## src/rtl/core/cppm_pkg.sv

```systemverilog
`timescale 1ns / 1ps

package cppm_pkg;

	localparam int MAX_VERTICES     = 64;
	localparam int PIXEL_COORD_BITS = 12;

	localparam int VERT_BITS   = 14;
	localparam int PIX_IN_BITS = 12;
	localparam int FUNC_BITS   = 2;

	localparam int ADDR_BITS = $clog2(MAX_VERTICES);
	localparam int CNT_BITS  = $clog2(MAX_VERTICES + 1);

	// pixel coordinate bits that actually reach the arithmetic
	localparam int PIX_USE_BITS = (PIXEL_COORD_BITS < PIX_IN_BITS) ?
		PIXEL_COORD_BITS : PIX_IN_BITS;
	localparam int DIFF_BITS = ((PIX_USE_BITS + 1 > VERT_BITS) ?
		PIX_USE_BITS + 1 : VERT_BITS) + 1;
	localparam int PROD_BITS = 2 * DIFF_BITS;
	localparam int SUM_BITS  = PROD_BITS + 1;

	localparam logic [FUNC_BITS-1:0] FUNC_CLEAR  = 2'd0;
	localparam logic [FUNC_BITS-1:0] FUNC_APPEND = 2'd1;
	localparam logic [FUNC_BITS-1:0] FUNC_TEST   = 2'd2;

	typedef logic signed [VERT_BITS-1:0] vert_t;
	typedef logic signed [DIFF_BITS-1:0] diff_t;
	typedef logic signed [PROD_BITS-1:0] prod_t;
	typedef logic signed [SUM_BITS-1:0]  sum_t;

	typedef struct packed {
		logic                 clear;
		logic                 append;
		logic                 start;
		logic                 issue;
		logic [ADDR_BITS-1:0] addr;
	} cmd_t;

	typedef struct packed {
		logic                busy;
		logic                outside;
		logic [CNT_BITS-1:0] vcount;
	} status_t;

endpackage

```

## src/rtl/core/cppm_datapath.sv

```systemverilog
`timescale 1ns / 1ps

module cppm_datapath
	import cppm_pkg::*;
(
	input  logic                   clk,
	input  logic                   arst_n,
	input  cmd_t                   cmd,
	input  logic [VERT_BITS-1:0]   vertex_x,
	input  logic [VERT_BITS-1:0]   vertex_y,
	input  logic [PIX_IN_BITS-1:0] pixel_x,
	input  logic [PIX_IN_BITS-1:0] pixel_y,
	output status_t                status
);

	vert_t mem_x [MAX_VERTICES];
	vert_t mem_y [MAX_VERTICES];

	logic [CNT_BITS-1:0]     vcount_q;
	logic [PIX_USE_BITS-1:0] px_q, py_q;

	vert_t rdx_s1, rdy_s1;
	logic  v_s1, first_s1;
	vert_t prev_x_q, prev_y_q;

	diff_t dxa_s2, dya_s2, eyab_s2, exba_s2;
	logic  v_s2;
	prod_t p1_s3, p2_s3;
	logic  v_s3;
	logic  outside_q;
	sum_t  side;

	logic full;
	assign full = (vcount_q == CNT_BITS'(MAX_VERTICES));

	always_ff @(posedge clk or negedge arst_n) begin
		if (!arst_n) begin
			vcount_q <= '0;
		end else if (cmd.clear) begin
			vcount_q <= '0;
		end else if (cmd.append && !full) begin
			vcount_q <= vcount_q + 1'b1;
		end
	end

	always_ff @(posedge clk) begin
		if (cmd.append && !full) begin
			mem_x[vcount_q[ADDR_BITS-1:0]] <= vert_t'(vertex_x);
			mem_y[vcount_q[ADDR_BITS-1:0]] <= vert_t'(vertex_y);
		end
	end

	always_ff @(posedge clk) begin
		if (cmd.issue) begin
			rdx_s1 <= mem_x[cmd.addr];
			rdy_s1 <= mem_y[cmd.addr];
		end
	end

	always_ff @(posedge clk) begin
		if (cmd.start) begin
			px_q <= pixel_x[PIX_USE_BITS-1:0];
			py_q <= pixel_y[PIX_USE_BITS-1:0];
		end
		if (cmd.issue) begin
			first_s1 <= (cmd.addr == '0);
		end
		if (v_s1) begin
			prev_x_q <= rdx_s1;
			prev_y_q <= rdy_s1;
		end
		// edge from the previous vertex (a) to the one just read (b)
		dxa_s2  <= diff_t'($signed({1'b0, px_q})) - diff_t'(prev_x_q);
		dya_s2  <= diff_t'($signed({1'b0, py_q})) - diff_t'(prev_y_q);
		eyab_s2 <= diff_t'(prev_y_q) - diff_t'(rdy_s1);
		exba_s2 <= diff_t'(rdx_s1) - diff_t'(prev_x_q);
		p1_s3   <= prod_t'(dxa_s2) * prod_t'(eyab_s2);
		p2_s3   <= prod_t'(dya_s2) * prod_t'(exba_s2);
	end

	assign side = sum_t'(p1_s3) + sum_t'(p2_s3);

	always_ff @(posedge clk or negedge arst_n) begin
		if (!arst_n) begin
			v_s1      <= 1'b0;
			v_s2      <= 1'b0;
			v_s3      <= 1'b0;
			outside_q <= 1'b0;
		end else begin
			v_s1 <= cmd.issue;
			v_s2 <= v_s1 && !first_s1;
			v_s3 <= v_s2;
			if (cmd.start) begin
				outside_q <= 1'b0;
			end else if (v_s3 && side[SUM_BITS-1]) begin
				outside_q <= 1'b1;
			end
		end
	end

	assign status.busy    = v_s1 || v_s2 || v_s3;
	assign status.outside = outside_q;
	assign status.vcount  = vcount_q;

endmodule

```

## src/rtl/core/cppm_ctrl.sv

```systemverilog
`timescale 1ns / 1ps

module cppm_ctrl
	import cppm_pkg::*;
(
	input  logic                 clk,
	input  logic                 arst_n,
	input  logic                 in_valid,
	output logic                 in_ready,
	input  logic [FUNC_BITS-1:0] func,
	input  logic                 pixel_set,
	output logic                 out_valid,
	input  logic                 out_ready,
	output logic                 inside_res,
	input  status_t              status,
	output cmd_t                 cmd
);

	localparam logic [1:0] ST_IDLE   = 2'd0;
	localparam logic [1:0] ST_WALK   = 2'd1;
	localparam logic [1:0] ST_FINISH = 2'd2;

	logic [1:0]          state_q;
	logic [CNT_BITS-1:0] issue_cnt_q;
	logic                issue_done_q;
	logic                force_in_q;
	logic                out_valid_q;
	logic                inside_q;
	logic                in_take;
	logic                out_free;
	logic                last_issue;

	assign in_ready = (state_q == ST_IDLE);
	assign in_take  = in_valid && in_ready;
	assign out_free = !out_valid_q || out_ready;

	assign cmd.clear  = in_take && (func == FUNC_CLEAR);
	assign cmd.append = in_take && (func == FUNC_APPEND);
	assign cmd.start  = in_take && (func == FUNC_TEST);
	assign cmd.issue  = (state_q == ST_WALK) && !issue_done_q;
	assign cmd.addr   = issue_cnt_q[ADDR_BITS-1:0];

	assign last_issue = (issue_cnt_q == status.vcount - 1'b1);

	always_ff @(posedge clk or negedge arst_n) begin
		if (!arst_n) begin
			state_q      <= ST_IDLE;
			issue_cnt_q  <= '0;
			issue_done_q <= 1'b0;
			force_in_q   <= 1'b0;
		end else begin
			case (state_q)
				ST_IDLE: begin
					if (cmd.start) begin
						issue_cnt_q  <= '0;
						issue_done_q <= 1'b0;
						// no edges or a set pixel: inside without a walk
						if (pixel_set || status.vcount < CNT_BITS'(2)) begin
							force_in_q <= 1'b1;
							state_q    <= ST_FINISH;
						end else begin
							force_in_q <= 1'b0;
							state_q    <= ST_WALK;
						end
					end
				end
				ST_WALK: begin
					if (cmd.issue) begin
						if (last_issue) begin
							issue_done_q <= 1'b1;
						end else begin
							issue_cnt_q <= issue_cnt_q + 1'b1;
						end
					end
					if (issue_done_q && !status.busy) begin
						state_q <= ST_FINISH;
					end
				end
				ST_FINISH: begin
					if (out_free) begin
						state_q <= ST_IDLE;
					end
				end
				default: begin
					state_q <= ST_IDLE;
				end
			endcase
		end
	end

	always_ff @(posedge clk or negedge arst_n) begin
		if (!arst_n) begin
			out_valid_q <= 1'b0;
		end else if (state_q == ST_FINISH && out_free) begin
			out_valid_q <= 1'b1;
		end else if (out_ready) begin
			out_valid_q <= 1'b0;
		end
	end

	always_ff @(posedge clk) begin
		if (state_q == ST_FINISH && out_free) begin
			inside_q <= force_in_q || !status.outside;
		end
	end

	assign out_valid  = out_valid_q;
	assign inside_res = inside_q;

endmodule

```

## src/rtl/core/convex_polygon_pixel_mask.sv

```systemverilog
`timescale 1ns / 1ps

// Point-in-convex-polygon mask. Transactions with func 0 clear the vertex list
// and func 1 appends a hull vertex (dropped once 64 are held); neither gives a
// result. A func 2 transaction tests one pixel and returns one inside_res: a set
// pixel, or a list of fewer than two vertices, skips the walk and goes straight
// to the finish state; otherwise the vertex memory is read one vertex per cycle
// through a single read port and each edge goes through one shared
// cross-product pipeline. The input is not ready again until the result is put
// out, and becomes ready in the same cycle as it. Func 3 is ignored. A finished
// result sits in an output register while the next transaction is taken.
module convex_polygon_pixel_mask
	import cppm_pkg::*;
(
	input  logic                   clk,
	input  logic                   arst_n,
	input  logic                   in_valid,
	output logic                   in_ready,
	input  logic [FUNC_BITS-1:0]   func,
	input  logic [VERT_BITS-1:0]   vertex_x,
	input  logic [VERT_BITS-1:0]   vertex_y,
	input  logic [PIX_IN_BITS-1:0] pixel_x,
	input  logic [PIX_IN_BITS-1:0] pixel_y,
	input  logic                   pixel_set,
	output logic                   out_valid,
	input  logic                   out_ready,
	output logic                   inside_res
);

	cmd_t    cmd;
	status_t status;

	cppm_ctrl u_ctrl (
		.clk        (clk),
		.arst_n     (arst_n),
		.in_valid   (in_valid),
		.in_ready   (in_ready),
		.func       (func),
		.pixel_set  (pixel_set),
		.out_valid  (out_valid),
		.out_ready  (out_ready),
		.inside_res (inside_res),
		.status     (status),
		.cmd        (cmd)
	);

	cppm_datapath u_datapath (
		.clk      (clk),
		.arst_n   (arst_n),
		.cmd      (cmd),
		.vertex_x (vertex_x),
		.vertex_y (vertex_y),
		.pixel_x  (pixel_x),
		.pixel_y  (pixel_y),
		.status   (status)
	);

`ifndef SYNTHESIS
	// no edge may still be in flight when a new transaction can be taken
	a_idle_drained: assert property (@(posedge clk) disable iff (!arst_n)
		in_ready |-> !status.busy)
		else $error("edge pipeline busy while accepting");

	a_count_bound: assert property (@(posedge clk) disable iff (!arst_n)
		status.vcount <= CNT_BITS'(MAX_VERTICES))
		else $error("vertex count beyond capacity");

	a_issue_in_range: assert property (@(posedge clk) disable iff (!arst_n)
		cmd.issue |-> (!in_ready && CNT_BITS'(cmd.addr) < status.vcount))
		else $error("vertex read outside loaded list");

	a_list_stable: assert property (@(posedge clk) disable iff (!arst_n)
		(cmd.issue || status.busy) |=> $stable(status.vcount))
		else $error("vertex list changed during a walk");
`endif

endmodule
```

## config.mk

```make
export PLATFORM = sky130hd
export DESIGN_NAME = convex_polygon_pixel_mask
export DESIGN_NICKNAME = d
export VERILOG_FILES = /design/src/rtl/core/cppm_pkg.sv /design/src/rtl/core/cppm_datapath.sv /design/src/rtl/core/cppm_ctrl.sv /design/src/rtl/core/convex_polygon_pixel_mask.sv
export SDC_FILE = /design/constraint.sdc
export NUM_CORES = 2
export LEC_CHECK = 0
export BUFFER_PORTS_ARGS = -buffer_cell sky130_fd_sc_hd__clkbuf_2
export CORE_MARGIN = 4
export CORE_UTILIZATION = 58
export CTS_CLUSTER_DIAMETER = 30
export DETAILED_ROUTE_END_ITERATION = 8
export GPL_TIMING_DRIVEN = 1
export HOLD_SLACK_MARGIN = 0.03
export PLACE_DENSITY = 0.89
export REMOVE_ABC_BUFFERS = 1
export SLEW_MARGIN = 20
export SYNTH_ARGS = -nofsm -noshare
export SYNTH_HDL_FRONTEND = slang
export SYNTH_SLANG_ARGS = --single-unit
```

## constraint.sdc

```tcl
create_clock -name clk -period 5.95 [get_ports clk]
set_clock_uncertainty 0.1 [all_clocks]
set_input_delay 0.2975 -clock clk [delete_from_list [all_inputs] [get_ports clk]]
set_output_delay 0.2975 -clock clk [all_outputs]
set_load 0.1 [all_outputs]
```

==> metrics.log <==
INFO  metric status = complete, but fails checks
INFO  metric failed_checks = setup timing
INFO  metric timing.hold.ws = 0.0743 ns
INFO  metric coreArea = 0.161 mm^2
INFO  metric path_delay_family = adder cells
INFO  metric numPortBuffers = 61
INFO  metric clock_tree.root_cell = sky130_fd_sc_hd__clkbuf_16
INFO  metric vias_cell = 7.03
INFO  metric timing.critical_path.arrival = 7.04 ns
INFO  metric num_io_pins = 62
INFO  metric postSynth.topFlopCell = sky130_fd_sc_hd__edfxtp_1
INFO  metric syn_inst = 5,280
INFO  metric fmax = 157 MHz
INFO  metric number_of_iterations_in_the_first_detailed_routing_pass = 7
INFO  metric synth-seq-cells = 2,017
INFO  metric min_path_type = input port to flip-flop
INFO  metric timing.critical_path.slowest_cell_delay = 0.61 ns
INFO  metric synth_enable_flop_cells = 1,874
INFO  metric final-hold-violation-count = 0
INFO  metric tritoncts = built
INFO  metric die_h = 411 um
INFO  metric dp.final_hpwl = 159,000 um
INFO  metric finalNetCount = 6,618
INFO  metric timing.critical_path.buf_inv = 7
INFO  metric track_usage = 36.4%
INFO  metric critical_path.startpoint_type = flip-flop
INFO  metric setup.worst_path.end_class = flip-flop
INFO  metric yosysTopAreaCellShare = 59.6%
INFO  metric synth_top_cells_by_count = 1,874 x sky130_fd_sc_hd__edfxtp_1, 603 x sky130_fd_sc_hd__inv_1, 588 x sky130_fd_sc_hd__mux4_2, 448 x sky130_fd_sc_hd__fa_1, 256 x sky130_fd_sc_hd__nand2_1
INFO  metric grt_overflow_total = 0
INFO  metric grt_pass1_vias = 59.5k
INFO  metric drv_cap = 0
INFO  metric first_pass_grt_wire_length = 434,000 um
INFO  metric crit_path_max_fanout = 3
INFO  metric final-setup-viol-count = 7
INFO  metric post-synth-top-count-cell = sky130_fd_sc_hd__edfxtp_1
INFO  metric synth_cell_types = 64
INFO  metric grt_start_max_net_pins = 131
INFO  metric gp_congestion = 0.895
INFO  metric share_of_flip_flops_with_an_asynchronous_set_or_reset_after_synthesis = 1.14%
INFO  metric timing_max_transition_violations_final = 0
INFO  metric worst_slew_margin_rel = 18.2%
INFO  metric max_slew.worst_pin.slew = 1.23 ns
INFO  metric placement_row_count = 147
INFO  metric sequential_share_of_the_synthesized_area = 62.8%
INFO  metric floorplan.die.width = 411 um
INFO  metric finalWorstSetupSlack = -0.422 ns
INFO  metric layout-area-overhead-vs-synth = 19.9%
INFO  metric worst_setup_hold_path_clk_slew = 0.06 ns
INFO  metric cts_buffer_depth = 4
INFO  metric groute.layer.met3.usage = 8.96%
INFO  metric clock_buffers_created_by_tritoncts = 342
INFO  metric yosys_warnings = 0
INFO  metric synth_top_cells_by_area = sky130_fd_sc_hd__edfxtp_1 60%, sky130_fd_sc_hd__mux4_2 14%, sky130_fd_sc_hd__fa_1 9.5%
INFO  metric post_detailed_routing_wire_length = 321,000 um
INFO  metric grt_busiest_layer = met2
INFO  metric cts_num_sinks = 2,017
INFO  metric dr_total_vias = 58.3k
INFO  metric path_cells = and2_4 > fa_1 > inv_2 > fa_1 > inv_2 > fa_1 > inv_2 > fa_1 > inv_2 > fa_1 > inv_2 > fa_1 > inv_2 > ha_4 > a211oi_4 > o211ai_1 > a31oi_2 > o21ai_1 > buf_4 > a31oi_4 > o31ai_4 > nor4_4 > a311oi_2
INFO  metric post_drt_antenna_nets = 0
INFO  metric worst-endpoint-required = 6.61 ns
INFO  metric antenna_found_initial = 23
INFO  metric start_util = 58.6%
INFO  metric worstSkewPairLatency = 0.96 ns
INFO  metric drt-initial-drc-count = 10.0k
INFO  metric drc = 0
INFO  metric netlist_area_before_placement = 0.0943 mm^2
INFO  metric yosysTopAreaCell = sky130_fd_sc_hd__edfxtp_1
INFO  metric cts-htree-levels = 5
INFO  metric wl_per_cell = 38.7 um
INFO  metric grt_util_met2 = 59.6%
INFO  metric design_area = 0.113 mm^2
INFO  metric path_class = flip-flop to flip-flop
INFO  metric m1_gr_usage = 41.8%
INFO  metric rsz0062_at_grt = yes
INFO  metric design.die.area = 0.169 mm^2
INFO  metric final_layout_size_suffix_gt1_share = 28.4%
INFO  metric period_needed = 6.37 ns
INFO  metric synthesis.area_per_instance = 17.9 um^2
INFO  metric min_period_over_period = 107%
INFO  metric dpl_cell_area = 0.0994 mm^2
INFO  metric slowest_stage = sky130_fd_sc_hd__nor4_4
## worst register-to-register path, stage by stage (launching register included)
cell and delay, ns:
sky130_fd_sc_hd__dfxtp_2 0.34, sky130_fd_sc_hd__and2_4 0.16, sky130_fd_sc_hd__fa_1 0.55, sky130_fd_sc_hd__inv_2 0.04, sky130_fd_sc_hd__fa_1 0.52, sky130_fd_sc_hd__inv_2 0.04
sky130_fd_sc_hd__fa_1 0.49, sky130_fd_sc_hd__inv_2 0.04, sky130_fd_sc_hd__fa_1 0.48, sky130_fd_sc_hd__inv_2 0.04, sky130_fd_sc_hd__fa_1 0.51, sky130_fd_sc_hd__inv_2 0.04
sky130_fd_sc_hd__fa_1 0.51, sky130_fd_sc_hd__inv_2 0.05, sky130_fd_sc_hd__ha_4 0.22, sky130_fd_sc_hd__a211oi_4 0.27, sky130_fd_sc_hd__o211ai_1 0.17, sky130_fd_sc_hd__a31oi_2 0.29
sky130_fd_sc_hd__o21ai_1 0.11, sky130_fd_sc_hd__buf_4 0.16, sky130_fd_sc_hd__a31oi_4 0.25, sky130_fd_sc_hd__o31ai_4 0.14, sky130_fd_sc_hd__nor4_4 0.62, sky130_fd_sc_hd__a311oi_2 0.10
## placed cells by master (no fill, tap or decap), types with 18 or more instances in the layout
cell,netlist,layout
sky130_fd_sc_hd__nor3_1,22,22
sky130_fd_sc_hd__buf_12,0,32
sky130_fd_sc_hd__buf_6,1,22
sky130_fd_sc_hd__dlygate4sd3_1,0,74
sky130_fd_sc_hd__clkbuf_2,0,33
sky130_fd_sc_hd__ha_1,250,237
sky130_fd_sc_hd__fa_1,448,431
sky130_fd_sc_hd__or3_1,20,18
sky130_fd_sc_hd__o21ai_0,60,51
sky130_fd_sc_hd__xnor2_1,94,84
sky130_fd_sc_hd__dfxtp_1,120,90
sky130_fd_sc_hd__a21oi_1,70,62
sky130_fd_sc_hd__mux4_2,588,588
sky130_fd_sc_hd__nor2_1,145,77
sky130_fd_sc_hd__clkinv_1,1,32
sky130_fd_sc_hd__clkinv_4,0,20
sky130_fd_sc_hd__nand2b_1,27,25
sky130_fd_sc_hd__buf_4,5,269
sky130_fd_sc_hd__xor2_1,26,23
sky130_fd_sc_hd__clkinv_2,0,41
sky130_fd_sc_hd__clkbuf_16,0,345
sky130_fd_sc_hd__bufinv_16,0,47
sky130_fd_sc_hd__inv_6,0,32
sky130_fd_sc_hd__nor2b_1,21,21
sky130_fd_sc_hd__dfrtp_1,23,18
sky130_fd_sc_hd__clkinvlp_4,0,36
sky130_fd_sc_hd__and2_1,222,208
sky130_fd_sc_hd__dfxtp_2,0,21
sky130_fd_sc_hd__a21o_1,32,32
sky130_fd_sc_hd__inv_1,603,588
sky130_fd_sc_hd__nor2_4,0,66
sky130_fd_sc_hd__edfxtp_1,1874,1874
sky130_fd_sc_hd__nand2_1,256,253
sky130_fd_sc_hd__clkbuf_1,141,35
## metrics by stage
stage / cells / setup TNS (ns) / utilization (%) / worst slack, ns
floorplan: 5074 / -471.24 / - / -12.97
global placement: 7550 / -0.262 / 61.6 / -0.108
detailed placement: 7558 / -1.97 / 61.7 / -0.579
CTS: 8229 / -0.0264 / 69.5 / -0.0214
global route: 8284 / -3.14 / 70.2 / -0.550
finish: 8291 / -1.14 / 70.2 / -0.422
## layer usage
metal	part of all wire (%)	up-vias
li1	-	21010
met4	11	18
met3	12	1878
met5	0.041	-
met1	29	29061
met2	48	6337
## layout make-up
class | count | area (um^2)
clock inverters | 222 | 2670
fillers | 8888 | 48000
diodes | 7 | 17.5
repair buffers | 443 | 4090
well taps | 2160 | 2700
multi-input cells | 2452 | 33200
inverters | 605 | 2270
clock buffers | 385 | 8830
flip-flops and latches | 2017 | 59300
## registers in the layout, indices dropped and copies added (netlist names), 2 cells and up
name	flops
u_ctrl.issue_cnt_q	7
u_ctrl.state_q	2
u_datapath.dxa_s2	15
u_datapath.dya_s2	15
u_datapath.exba_s2	15
u_datapath.eyab_s2	15
u_datapath.mem_x	896
u_datapath.mem_y	896
u_datapath.p1_s3	30
u_datapath.p2_s3	30
u_datapath.prev_x_q	14
u_datapath.prev_y_q	14
u_datapath.px_q	12
u_datapath.py_q	12
u_datapath.rdx_s1	14
u_datapath.rdy_s1	14
u_datapath.vcount_q	7
## what timing repair did
item | CTS | global route
gates resized for setup | 104 | 132
pin swaps | 44 | 77
hold endpoints to repair | 61 | 1792
buffers inserted | 17 | 24
setup endpoints to repair | 17 | 20
hold buffers | 47 | 28
## final timing paths
check,startpoint,to,slack (ns),cells past startpoint
setup / recovery,u_datapath.eyab_s2[4],u_datapath.p1_s3[29],-0.42,23
hold / removal,pixel_y[1],u_datapath.py_q[1],0.07,2
setup reg to reg,u_datapath.eyab_s2[4],u_datapath.p1_s3[29],-0.42,23
hold reg to reg,u_datapath.v_s2,u_datapath.v_s3,0.32,0
max in group asynchronous,arst_n,u_ctrl.issue_cnt_q[2],5.14,4
min in group asynchronous,arst_n,u_ctrl.state_q[1],0.37,4
## cell families after synthesis
kind of cell	count (synthesis)	synth area share (%)
AOI/OAI and AO/OA	264	1.79
and+or+nand+nor	776	4.06
adders and majority gates	698	12.8
DFF	2017	62.8
muxes	594	14.1
xor gates and xnor gates	120	1.11
buffers and inverters	811	3.31
Power is not shown: default switching activity piles up to over one toggle a cycle in this logic, so the estimate is an artifact.
